--- config.mk ---
export PLATFORM = sky130hd
export DESIGN_NAME = tdc_readout_word_decoder_flat
export DESIGN_NICKNAME = d
export VERILOG_FILES = /design/src/sv/tdcrw_pkg.sv /design/src/sv/tdcrw_channels.sv /design/src/sv/tdcrw_word_dec.sv /design/src/sv/tdcrw_hit_ram.sv /design/src/sv/tdc_readout_word_decoder.sv /design/src/flat_wrapper.sv
export SDC_FILE = /design/constraint.sdc
export NUM_CORES = 2
export LEC_CHECK = 0
export BUFFER_PORTS_ARGS = -buffer_cell sky130_fd_sc_hd__buf_4
export CAP_MARGIN = 20
export CORE_ASPECT_RATIO = 0.7
export CORE_MARGIN = 2
export CORE_UTILIZATION = 30
export DETAILED_ROUTE_END_ITERATION = 8
export PLACE_DENSITY_LB_ADDON = 0.1
export SLEW_MARGIN = 20
export SYNTH_ARGS = -nofsm -noshare
export SYNTH_HDL_FRONTEND = slang
export SYNTH_SLANG_ARGS = --single-unit
--- constraint.sdc ---
create_clock -name clock -period 13.8 [get_ports clock]
set_clock_uncertainty 0.05 [all_clocks]
set_input_delay 2.07 -clock clock [delete_from_list [all_inputs] [get_ports clock]]
set_output_delay 2.07 -clock clock [all_outputs]
set_load 0.01 [all_outputs]
--- src/sv/tdcrw_pkg.sv ---
// ----------------------------------------------------------------------------
// tdcrw_pkg
// shared types, word type codes and field positions of the tdc readout decoder
// ----------------------------------------------------------------------------
`default_nettype none

package tdcrw_pkg;

   // default configuration
   localparam int unsigned CHANNELS_DEF = 128;
   localparam int unsigned MAX_HITS_DEF = 255;

   // counter width of one hit counter entry
   localparam int unsigned HIT_W = 8;

   // number of flag bits in an error word
   localparam int unsigned ERR_BITS = 14;

   // type codes found in bits 31..27 of a readout word
   localparam logic [4:0] TC_MEAS     = 5'd0;
   localparam logic [4:0] TC_TDC_HDR  = 5'd1;
   localparam logic [4:0] TC_TDC_TRL  = 5'd3;
   localparam logic [4:0] TC_TDC_ERR  = 5'd4;
   localparam logic [4:0] TC_GLB_HDR  = 5'd8;
   localparam logic [4:0] TC_GLB_TRL  = 5'd16;
   localparam logic [4:0] TC_EXT_TRIG = 5'd17;

   // error code reported when no flag bit is set, or for non-error words
   localparam logic [3:0] ERR_NONE = 4'd14;

   typedef enum logic [3:0] {
      KIND_MEAS,
      KIND_TDC_HDR,
      KIND_TDC_TRL,
      KIND_ERROR,
      KIND_GLB_HDR,
      KIND_GLB_TRL,
      KIND_EXT_TRIG,
      KIND_UNKNOWN,
      KIND_CLEARED
   } word_kind_type;

   // decoded word plus the side effects it asks for
   typedef struct packed {
      logic          ok;
      word_kind_type word_kind;
      logic          edge_res;
      logic [6:0]    channel;
      logic [18:0]   measurement;
      logic [3:0]    error_code;
      logic [26:0]   value_main;
      logic [11:0]   value_aux;
      logic          hit_wr;
      logic          hdr_wr;
      logic          trl_chk;
      logic          clear;
   } dec_type;

   // commands to the hit counter memory for the item in the decode stage
   typedef struct packed {
      logic upd;
      logic clear;
   } hit_cmd_type;

endpackage

`default_nettype wire

--- src/sv/tdcrw_channels.sv ---
// ----------------------------------------------------------------------------
// tdcrw channels
// valid/ready channel interfaces for readout word transactions and results
// ----------------------------------------------------------------------------
`default_nettype none

interface tdcrw_req_if;
   logic        valid;
   logic        ready;
   logic        req_type;
   logic [31:0] data_word;

   modport source (output valid, req_type, data_word, input ready);
   modport sink (input valid, req_type, data_word, output ready);
endinterface

interface tdcrw_rsp_if;
   logic        valid;
   logic        ready;
   logic        ok;
   logic [3:0]  word_kind;
   logic        edge_res;
   logic [6:0]  channel;
   logic [18:0] measurement;
   logic [7:0]  hit_number;
   logic [3:0]  error_code;
   logic        id_mismatch;
   logic [26:0] value_main;
   logic [11:0] value_aux;

   modport source (
      output valid, ok, word_kind, edge_res, channel, measurement, hit_number,
             error_code, id_mismatch, value_main, value_aux,
      input  ready
   );
   modport sink (
      input  valid, ok, word_kind, edge_res, channel, measurement, hit_number,
             error_code, id_mismatch, value_main, value_aux,
      output ready
   );
endinterface

`default_nettype wire

--- src/sv/tdcrw_word_dec.sv ---
// ----------------------------------------------------------------------------
// tdcrw_word_dec
// field extraction and classification of one readout word or clear request
// ----------------------------------------------------------------------------
`default_nettype none

module tdcrw_word_dec
   import tdcrw_pkg::*;
#(
   parameter int unsigned CHANNELS = CHANNELS_DEF
) (
   input  logic        req_type,
   input  logic [31:0] data_word,
   output dec_type     dec
);

   localparam logic [7:0] CH_LIMIT = 8'(CHANNELS);

   logic ch_ok;

   assign ch_ok = ({1'b0, data_word[25:19]} < CH_LIMIT);

   always_comb begin
      dec            = '0;
      dec.word_kind  = KIND_UNKNOWN;
      dec.error_code = ERR_NONE;
      if (req_type) begin
         dec.ok        = 1'b1;
         dec.word_kind = KIND_CLEARED;
         dec.clear     = 1'b1;
      end else begin
         case (data_word[31:27])
            TC_MEAS: begin
               dec.word_kind   = KIND_MEAS;
               dec.edge_res    = data_word[26];
               dec.channel     = data_word[25:19];
               dec.measurement = data_word[18:0];
               dec.ok          = ch_ok;
               dec.hit_wr      = ch_ok;
            end
            TC_TDC_HDR: begin
               dec.ok         = 1'b1;
               dec.word_kind  = KIND_TDC_HDR;
               dec.value_main = 27'(data_word[11:0]);
               dec.value_aux  = data_word[23:12];
               dec.hdr_wr     = 1'b1;
            end
            TC_TDC_TRL: begin
               dec.ok         = 1'b1;
               dec.word_kind  = KIND_TDC_TRL;
               dec.value_main = 27'(data_word[11:0]);
               dec.value_aux  = data_word[23:12];
               dec.trl_chk    = 1'b1;
            end
            TC_TDC_ERR: begin
               dec.word_kind = KIND_ERROR;
               // highest flagged bit wins
               for (int i = 0; i < ERR_BITS; i++) begin
                  if (data_word[i]) begin
                     dec.error_code = 4'(i);
                  end
               end
            end
            TC_GLB_HDR: begin
               dec.ok         = 1'b1;
               dec.word_kind  = KIND_GLB_HDR;
               dec.value_main = 27'(data_word[26:5]);
            end
            TC_GLB_TRL: begin
               dec.ok         = 1'b1;
               dec.word_kind  = KIND_GLB_TRL;
               dec.value_main = 27'(data_word[20:5]);
               dec.value_aux  = 12'(data_word[26:24]);
            end
            TC_EXT_TRIG: begin
               dec.ok         = 1'b1;
               dec.word_kind  = KIND_EXT_TRIG;
               dec.value_main = data_word[26:0];
            end
            default: begin
               dec.word_kind = KIND_UNKNOWN;
            end
         endcase
      end
   end

endmodule

`default_nettype wire

--- src/sv/tdcrw_hit_ram.sv ---
// ----------------------------------------------------------------------------
// tdcrw_hit_ram
// per-channel, per-edge hit counters in a synchronous memory with
// read-modify-write, write forwarding and per-entry valid bits for clear
// ----------------------------------------------------------------------------
`default_nettype none

module tdcrw_hit_ram
   import tdcrw_pkg::*;
#(
   parameter int unsigned CHANNELS = CHANNELS_DEF,
   parameter int unsigned MAX_HITS = MAX_HITS_DEF
) (
   input  logic             clock,
   input  logic             reset,
   input  logic             rd_en,
   input  logic             rd_edge,
   input  logic [6:0]       rd_channel,
   input  hit_cmd_type      cmd,
   output logic [HIT_W-1:0] hit_count
);

   localparam int unsigned CH_W  = (CHANNELS > 1) ? $clog2(CHANNELS) : 1;
   localparam int unsigned AW    = CH_W + 1;
   localparam int unsigned DEPTH = 2 ** AW;
   localparam logic [HIT_W-1:0] HIT_CAP =
      (MAX_HITS < 255) ? HIT_W'(MAX_HITS) : {HIT_W{1'b1}};

   logic [HIT_W-1:0] mem [DEPTH];
   logic [DEPTH-1:0] vld_ff;
   logic [HIT_W-1:0] rd_data_ff;
   logic [AW-1:0]    addr_ff;
   logic             fwd_ff;
   logic [HIT_W-1:0] fwd_data_ff;
   logic [AW-1:0]    rd_addr;
   logic [HIT_W-1:0] cur;

   assign rd_addr = {rd_edge, rd_channel[CH_W-1:0]};

   // write in the same cycle as the read returns the just-written value
   always_comb begin
      if (fwd_ff) begin
         cur = fwd_data_ff;
      end else if (vld_ff[addr_ff]) begin
         cur = rd_data_ff;
      end else begin
         cur = '0;
      end
      hit_count = (cur < HIT_CAP) ? cur + HIT_W'(1) : cur;
   end

   always_ff @(posedge clock) begin
      if (cmd.upd) begin
         mem[addr_ff] <= hit_count;
      end
      if (rd_en) begin
         rd_data_ff  <= mem[rd_addr];
         addr_ff     <= rd_addr;
         fwd_data_ff <= hit_count;
      end
   end

   always_ff @(posedge clock) begin
      if (reset) begin
         vld_ff <= '0;
         fwd_ff <= 1'b0;
      end else begin
         if (cmd.clear) begin
            vld_ff <= '0;
         end else if (cmd.upd) begin
            vld_ff[addr_ff] <= 1'b1;
         end
         if (rd_en) begin
            fwd_ff <= cmd.upd && (addr_ff == rd_addr);
         end
      end
   end

endmodule

`default_nettype wire

--- src/sv/tdc_readout_word_decoder.sv ---
// ----------------------------------------------------------------------------
// tdc_readout_word_decoder
// decodes multi-hit tdc readout words, numbers hits per channel and edge
// ----------------------------------------------------------------------------
//
//   channel  dir  handshake          payload
//   req_ch   in   valid / ready      req_type, data_word
//   rsp_ch   out  valid / ready      ok, word_kind, edge_res, channel,
//                                    measurement, hit_number, error_code,
//                                    id_mismatch, value_main, value_aux
//
// one transaction per cycle sustained while rsp_ch does not stall; a taken
// request passes the counter memory read and word register, then decode into
// the output register, before its result is offered
// the hit counters sit in one memory of 2 x channels entries, with channels
// rounded up to a power of two, read when a word is taken and written back when it leaves the decode stage
// reset is synchronous; counters read as zero right after reset or a clear,
// through per-entry valid bits, so there is no clearing sweep
// a stalled result holds the decode stage; req_ch stays ready while the
// output register drains or is empty
// ----------------------------------------------------------------------------
`default_nettype none

module tdc_readout_word_decoder
   import tdcrw_pkg::*;
#(
   parameter int unsigned CHANNELS = CHANNELS_DEF,
   parameter int unsigned MAX_HITS = MAX_HITS_DEF
) (
   input  logic       clock,
   input  logic       reset,
   tdcrw_req_if.sink  req_ch,
   tdcrw_rsp_if.source rsp_ch
);

   // decode stage
   logic        s1_valid_ff;
   logic        s1_type_ff;
   logic [31:0] s1_word_ff;

   // output register
   logic        rsp_valid_ff;
   logic        ok_ff;
   logic [3:0]  word_kind_ff;
   logic        edge_res_ff;
   logic [6:0]  channel_ff;
   logic [18:0] measurement_ff;
   logic [7:0]  hit_number_ff;
   logic [3:0]  error_code_ff;
   logic        id_mismatch_ff;
   logic [26:0] value_main_ff;
   logic [11:0] value_aux_ff;

   // event id of the last tdc header
   logic [11:0] header_id_ff;

   logic             accept;
   logic             advance;
   dec_type          dec;
   hit_cmd_type      hit_cmd;
   logic [HIT_W-1:0] hit_count;

   // the decode stage moves whenever the output register is free or drains
   assign advance      = s1_valid_ff && (!rsp_valid_ff || rsp_ch.ready);
   assign req_ch.ready = !s1_valid_ff || advance;
   assign accept       = req_ch.valid && req_ch.ready;

   assign hit_cmd.upd   = advance && dec.hit_wr;
   assign hit_cmd.clear = advance && dec.clear;

   tdcrw_word_dec #(
      .CHANNELS (CHANNELS)
   ) u_dec (
      .req_type  (s1_type_ff),
      .data_word (s1_word_ff),
      .dec       (dec)
   );

   // counter address comes straight from the incoming word
   tdcrw_hit_ram #(
      .CHANNELS (CHANNELS),
      .MAX_HITS (MAX_HITS)
   ) u_hit_ram (
      .clock      (clock),
      .reset      (reset),
      .rd_en      (accept),
      .rd_edge    (req_ch.data_word[26]),
      .rd_channel (req_ch.data_word[25:19]),
      .cmd        (hit_cmd),
      .hit_count  (hit_count)
   );

   // control state
   always_ff @(posedge clock) begin
      if (reset) begin
         s1_valid_ff  <= 1'b0;
         rsp_valid_ff <= 1'b0;
         header_id_ff <= '0;
      end else begin
         if (accept) begin
            s1_valid_ff <= 1'b1;
         end else if (advance) begin
            s1_valid_ff <= 1'b0;
         end
         if (advance) begin
            rsp_valid_ff <= 1'b1;
         end else if (rsp_ch.ready) begin
            rsp_valid_ff <= 1'b0;
         end
         // header id updates in order with the result stream
         if (advance && dec.clear) begin
            header_id_ff <= '0;
         end else if (advance && dec.hdr_wr) begin
            header_id_ff <= dec.value_aux;
         end
      end
   end

   // payload
   always_ff @(posedge clock) begin
      if (accept) begin
         s1_type_ff <= req_ch.req_type;
         s1_word_ff <= req_ch.data_word;
      end
      if (advance) begin
         ok_ff          <= dec.ok;
         word_kind_ff   <= dec.word_kind;
         edge_res_ff    <= dec.edge_res;
         channel_ff     <= dec.channel;
         measurement_ff <= dec.measurement;
         hit_number_ff  <= dec.hit_wr ? hit_count : '0;
         error_code_ff  <= dec.error_code;
         id_mismatch_ff <= dec.trl_chk && (dec.value_aux != header_id_ff);
         value_main_ff  <= dec.value_main;
         value_aux_ff   <= dec.value_aux;
      end
   end

   assign rsp_ch.valid       = rsp_valid_ff;
   assign rsp_ch.ok          = ok_ff;
   assign rsp_ch.word_kind   = word_kind_ff;
   assign rsp_ch.edge_res    = edge_res_ff;
   assign rsp_ch.channel     = channel_ff;
   assign rsp_ch.measurement = measurement_ff;
   assign rsp_ch.hit_number  = hit_number_ff;
   assign rsp_ch.error_code  = error_code_ff;
   assign rsp_ch.id_mismatch = id_mismatch_ff;
   assign rsp_ch.value_main  = value_main_ff;
   assign rsp_ch.value_aux   = value_aux_ff;

endmodule

`default_nettype wire

--- src/flat_wrapper.sv ---
// flat-port wrapper written by rule: the top's interface ports become plain ports
module tdc_readout_word_decoder_flat import tdcrw_pkg::*;
#(
   parameter int unsigned CHANNELS = CHANNELS_DEF,
   parameter int unsigned MAX_HITS = MAX_HITS_DEF
)
  (clock, reset, req_ch_valid, req_ch_req_type, req_ch_data_word, req_ch_ready, rsp_ch_valid, rsp_ch_ok, rsp_ch_word_kind, rsp_ch_edge_res, rsp_ch_channel, rsp_ch_measurement, rsp_ch_hit_number, rsp_ch_error_code, rsp_ch_id_mismatch, rsp_ch_value_main, rsp_ch_value_aux, rsp_ch_ready);
  tdcrw_req_if req_ch_i ();
  tdcrw_rsp_if rsp_ch_i ();
  input  logic clock;
  input  logic reset;
  input wire logic [$bits(req_ch_i.valid)-1:0] req_ch_valid;
  input wire logic [$bits(req_ch_i.req_type)-1:0] req_ch_req_type;
  input wire logic [$bits(req_ch_i.data_word)-1:0] req_ch_data_word;
  output wire logic [$bits(req_ch_i.ready)-1:0] req_ch_ready;
  output wire logic [$bits(rsp_ch_i.valid)-1:0] rsp_ch_valid;
  output wire logic [$bits(rsp_ch_i.ok)-1:0] rsp_ch_ok;
  output wire logic [$bits(rsp_ch_i.word_kind)-1:0] rsp_ch_word_kind;
  output wire logic [$bits(rsp_ch_i.edge_res)-1:0] rsp_ch_edge_res;
  output wire logic [$bits(rsp_ch_i.channel)-1:0] rsp_ch_channel;
  output wire logic [$bits(rsp_ch_i.measurement)-1:0] rsp_ch_measurement;
  output wire logic [$bits(rsp_ch_i.hit_number)-1:0] rsp_ch_hit_number;
  output wire logic [$bits(rsp_ch_i.error_code)-1:0] rsp_ch_error_code;
  output wire logic [$bits(rsp_ch_i.id_mismatch)-1:0] rsp_ch_id_mismatch;
  output wire logic [$bits(rsp_ch_i.value_main)-1:0] rsp_ch_value_main;
  output wire logic [$bits(rsp_ch_i.value_aux)-1:0] rsp_ch_value_aux;
  input wire logic [$bits(rsp_ch_i.ready)-1:0] rsp_ch_ready;
  assign req_ch_i.valid = req_ch_valid;
  assign req_ch_i.req_type = req_ch_req_type;
  assign req_ch_i.data_word = req_ch_data_word;
  assign req_ch_ready = req_ch_i.ready;
  assign rsp_ch_valid = rsp_ch_i.valid;
  assign rsp_ch_ok = rsp_ch_i.ok;
  assign rsp_ch_word_kind = rsp_ch_i.word_kind;
  assign rsp_ch_edge_res = rsp_ch_i.edge_res;
  assign rsp_ch_channel = rsp_ch_i.channel;
  assign rsp_ch_measurement = rsp_ch_i.measurement;
  assign rsp_ch_hit_number = rsp_ch_i.hit_number;
  assign rsp_ch_error_code = rsp_ch_i.error_code;
  assign rsp_ch_id_mismatch = rsp_ch_i.id_mismatch;
  assign rsp_ch_value_main = rsp_ch_i.value_main;
  assign rsp_ch_value_aux = rsp_ch_i.value_aux;
  assign rsp_ch_i.ready = rsp_ch_ready;
  tdc_readout_word_decoder #(.CHANNELS(CHANNELS), .MAX_HITS(MAX_HITS)) u_core (.clock(clock), .reset(reset), .req_ch(req_ch_i), .rsp_ch(rsp_ch_i));
endmodule
==> out/summary.txt <==
CTS Root Cell: clkbuf_16
std cell rows: 172
Num CTS Buffers: 244
CP Launch Type: register
synth warn: 0
most common cell in the synthesized netlist: edfxtp_1
Data arrival, critical path: 8.59 ns
status: completed
Max FO, Critical Path: 98
Synthesized Nets: 4706
Final TNS setup: 0 ns
slew of the pin with the lowest slew margin: 1.32 ns
DP Wirelength: 175000 µm
post-CTS setup buffers: 0
Tmin final: 8.05 ns
endpoints failing setup: 0
DR iter-0 viols: 5155
peak supply drop: 0.0000975 V
nets@finish: 5021
cts repair resizes: 0
CP max stage cell: buf_4
Placed Area: 102000 µm²
global route total overflow: 0
Hold Worst Slack: 0.415 ns
vias: 47000
Final Core Density: 35.0%
Post-synth top cells: edfxtp_1 (2181), nor2_1 (698), mux4_2 (693)
RSZ-0062 raised after global routing: no
die area: 319000 µm²
post-route ant nets: 0
WP buf/inv: 4
CTS tree: done
Synth top area share: 69.3%
first-pass GRT wire length: 396000 µm
final number of max-transition violations: 0
synthesized area: 94500 µm²
largest cells by area after synthesis: edfxtp_1 (69%), mux4_2 (17%), dfxtp_1 (5.7%)
largest area contributor in the netlist: edfxtp_1
Filler cells: 29000
syn_area_per_cell: 20.2 µm²
Final Hold Viols: 0
fmax: 124 MHz
Crit path largest cell delay: 0.76 ns
Final Power: 16.0 mW
layout cells sized above 1: 29.0%
Area growth syn-to-layout: 16.2%
final standard cell area without fillers: 110000 µm²
power density cells: 146 nW/µm²
vias in the first global route: 47300
clk slew on worst S/H paths: 0.06 ns
total track usage: 17.7%
Syn Inst Count: 4668
Post-synth EDFFs: 2181
max_cap viols: 0
TritonRoute pass-1 iters: 6
initial antenna violation count: 28
final wirelength: 285000 µm
Horiz. Die Dim: 675 µm
die height: 473 µm
DR vias/cell: 5.01
drt wl/cell: 30.4 µm
pin count of the biggest net entering global routing: 178
Worst Setup End Kind: register
Yosys reg bits: 2452
Top Family by Delay on Critical Path: buffers and inverters
port bufs: 122
H-tree Lvls: 4
Leakage Power: 34.5 nW
relative slew slack: 12.0%
clock sinks: 2452
CP cell instances: buf_4 > buf_4 > mux2i_1 > a22oi_1 > a21oi_1 > nor3_1 > a21oi_1 > a311oi_2 > or2_2 > nand2_1 > nand2_1 > ha_1 > nand2_1 > nor4_1 > o31a_4 > nand2b_1 > mux2_8 > buf_6 > buf_4
top-level port count: 123
core area: 314000 µm²
hold buffer count at cts: 0
worst skew pair latency: 0.92 ns
Clock Tree Buf Depth: 4
worst hold path type: reg2reg
# DRC: 0
sequential share of the synthesized area: 75.1%
final worst-path cycle share: 58.3%
Final GP Congestion: 0.796
critical path class: reg2reg
Initial Util: 30.1%
ys flop type: edfxtp_1
ys async rst share: 0%
Crit path required time: 14.34 ns
distinct cell type count after synthesis: 61
==> kinds of logic (layout without fill, tap and decap cells) <==
family / count (synthesis) / count (layout) / share of synthesized area [%]
AND/OR/NAND/NOR: 905 / 905 / 3.92
XOR/XNOR: 23 / 23 / 0.213
multiplexers: 796 / 796 / 17.9
adder cells (fa/ha/maj): 2 / 2 / 0.0238
buffers and inverters: 276 / 790 / 1.21
AO/OA/AOI/OAI: 214 / 214 / 1.68
flip-flops: 2452 / 2452 / 75.1
other: 0 / 8 / 0
==> placed cells by master (no fill, tap or decap), types with 30 or more instances in the layout <==
cell	count
clkbuf_16	250
bufinv_16	32
clkinv_2	50
clkbuf_1	44
a22oi_1	47
edfxtp_1	2181
and2_1	40
o21a_1	67
mux2i_1	82
nand3_1	30
buf_4	319
nor2_2	68
clkinv_1	51
nand2_1	55
dfxtp_1	271
nor2_1	619
mux4_2	693
a21oi_1	33
==> sequential cells by signal, indices dropped and copies added (netlist names) <==
| name | flops |
|---|---|
| u_core.rsp_ch.word_kind | 4 |
| u_core.rsp_ch.edge_res | 1 |
| u_core.s1_type_ff | 1 |
| u_core.rsp_ch.value_aux | 12 |
| u_core.u_hit_ram.rd_data_ff | 8 |
| u_core.rsp_ch.error_code | 4 |
| u_core.rsp_ch.valid | 1 |
| u_core.u_hit_ram.vld_ff | 256 |
| u_core.rsp_ch.ok | 1 |
| u_core.header_id_ff | 12 |
| u_core.rsp_ch.value_main | 27 |
| u_core.u_hit_ram.mem | 2048 |
| u_core.u_hit_ram.fwd_ff | 1 |
| u_core.u_hit_ram.addr_ff | 7 |
| u_core.rsp_ch.measurement | 19 |
| u_core.rsp_ch.id_mismatch | 1 |
| u_core.u_hit_ram.fwd_data_ff | 8 |
| u_core.rsp_ch.channel | 7 |
| u_core.s1_word_ff | 25 |
| u_core.s1_valid_ff | 1 |
| u_core.rsp_ch.hit_number | 8 |
==> worst paths after layout <==
| check | depth (start not counted) | slack (ns) | end | from |
|---|---|---|---|---|
| setup / recovery | 19 | 5.75 | u_core.u_hit_ram.mem[246][2]$_DFFE_PP_ | u_core.u_hit_ram.addr_ff[0]$_DFFE_PP_ |
| hold / removal | 2 | 0.42 | u_core.u_hit_ram.vld_ff[161]$_SDFFE_PP0P_ | u_core.u_hit_ram.vld_ff[161]$_SDFFE_PP0P_ |
| setup reg to reg | 19 | 5.75 | u_core.u_hit_ram.mem[246][2]$_DFFE_PP_ | u_core.u_hit_ram.addr_ff[0]$_DFFE_PP_ |
| hold reg to reg | 2 | 0.42 | u_core.u_hit_ram.vld_ff[161]$_SDFFE_PP0P_ | u_core.u_hit_ram.vld_ff[161]$_SDFFE_PP0P_ |
==> layout make-up <==
type,count,area [µm²],share of cell area (%)
flip-flops and latches,2452,70900,64.6
inverters,10,40.0,0.0365
well taps,4176,5230,4.76
multi-input cells,1940,22900,20.8
repair buffers,335,2690,2.45
diodes,8,20.0,0.0182
clock buffers,299,6490,5.91
clock inverters,146,1520,1.39
==> layer usage <==
layer	global-route usage, %	share of wire, %	vias to the layer above
li1	-	-	19600
met1	28.3	50	25800
met2	24.9	42	1265
met3	3.18	5.9	305
met4	3.11	1.6	0
met5	0	0	-
==> through the flow <==
stage          setup WS (ns)  std cells
5_1_grt                 5.01       9359
3_5_place_dp            5.32       8909
2_1_floorplan           1.51       4668
3_3_place_gp            5.66       8906
4_1_cts                 5.38       9354
6_report                5.75       9366
==> worst reg2reg max path, cell delays in order, from the launching register on <==
cell and delay, ns:
edfxtp_1 0.35, buf_4 0.67, buf_4 0.79, mux2i_1 0.17, a22oi_1 0.27, a21oi_1 0.11
nor3_1 0.45, a21oi_1 0.13, a311oi_2 0.74, or2_2 0.26, nand2_1 0.14, nand2_1 0.10
ha_1 0.25, nand2_1 0.16, nor4_1 0.37, o31a_4 0.27, nand2b_1 0.17, mux2_8 0.51
buf_6 0.76, buf_4 0.78
==> power breakdown <==
part	leakage [nW]	switching, mW	total (mW)	internal (mW)
Clock	3.93	2.91	6.83	3.92
Combinational	8.53	0.641	0.938	0.297
Sequential	22.1	0.0243	8.27	8.24
(Power assumes the default switching activity.)
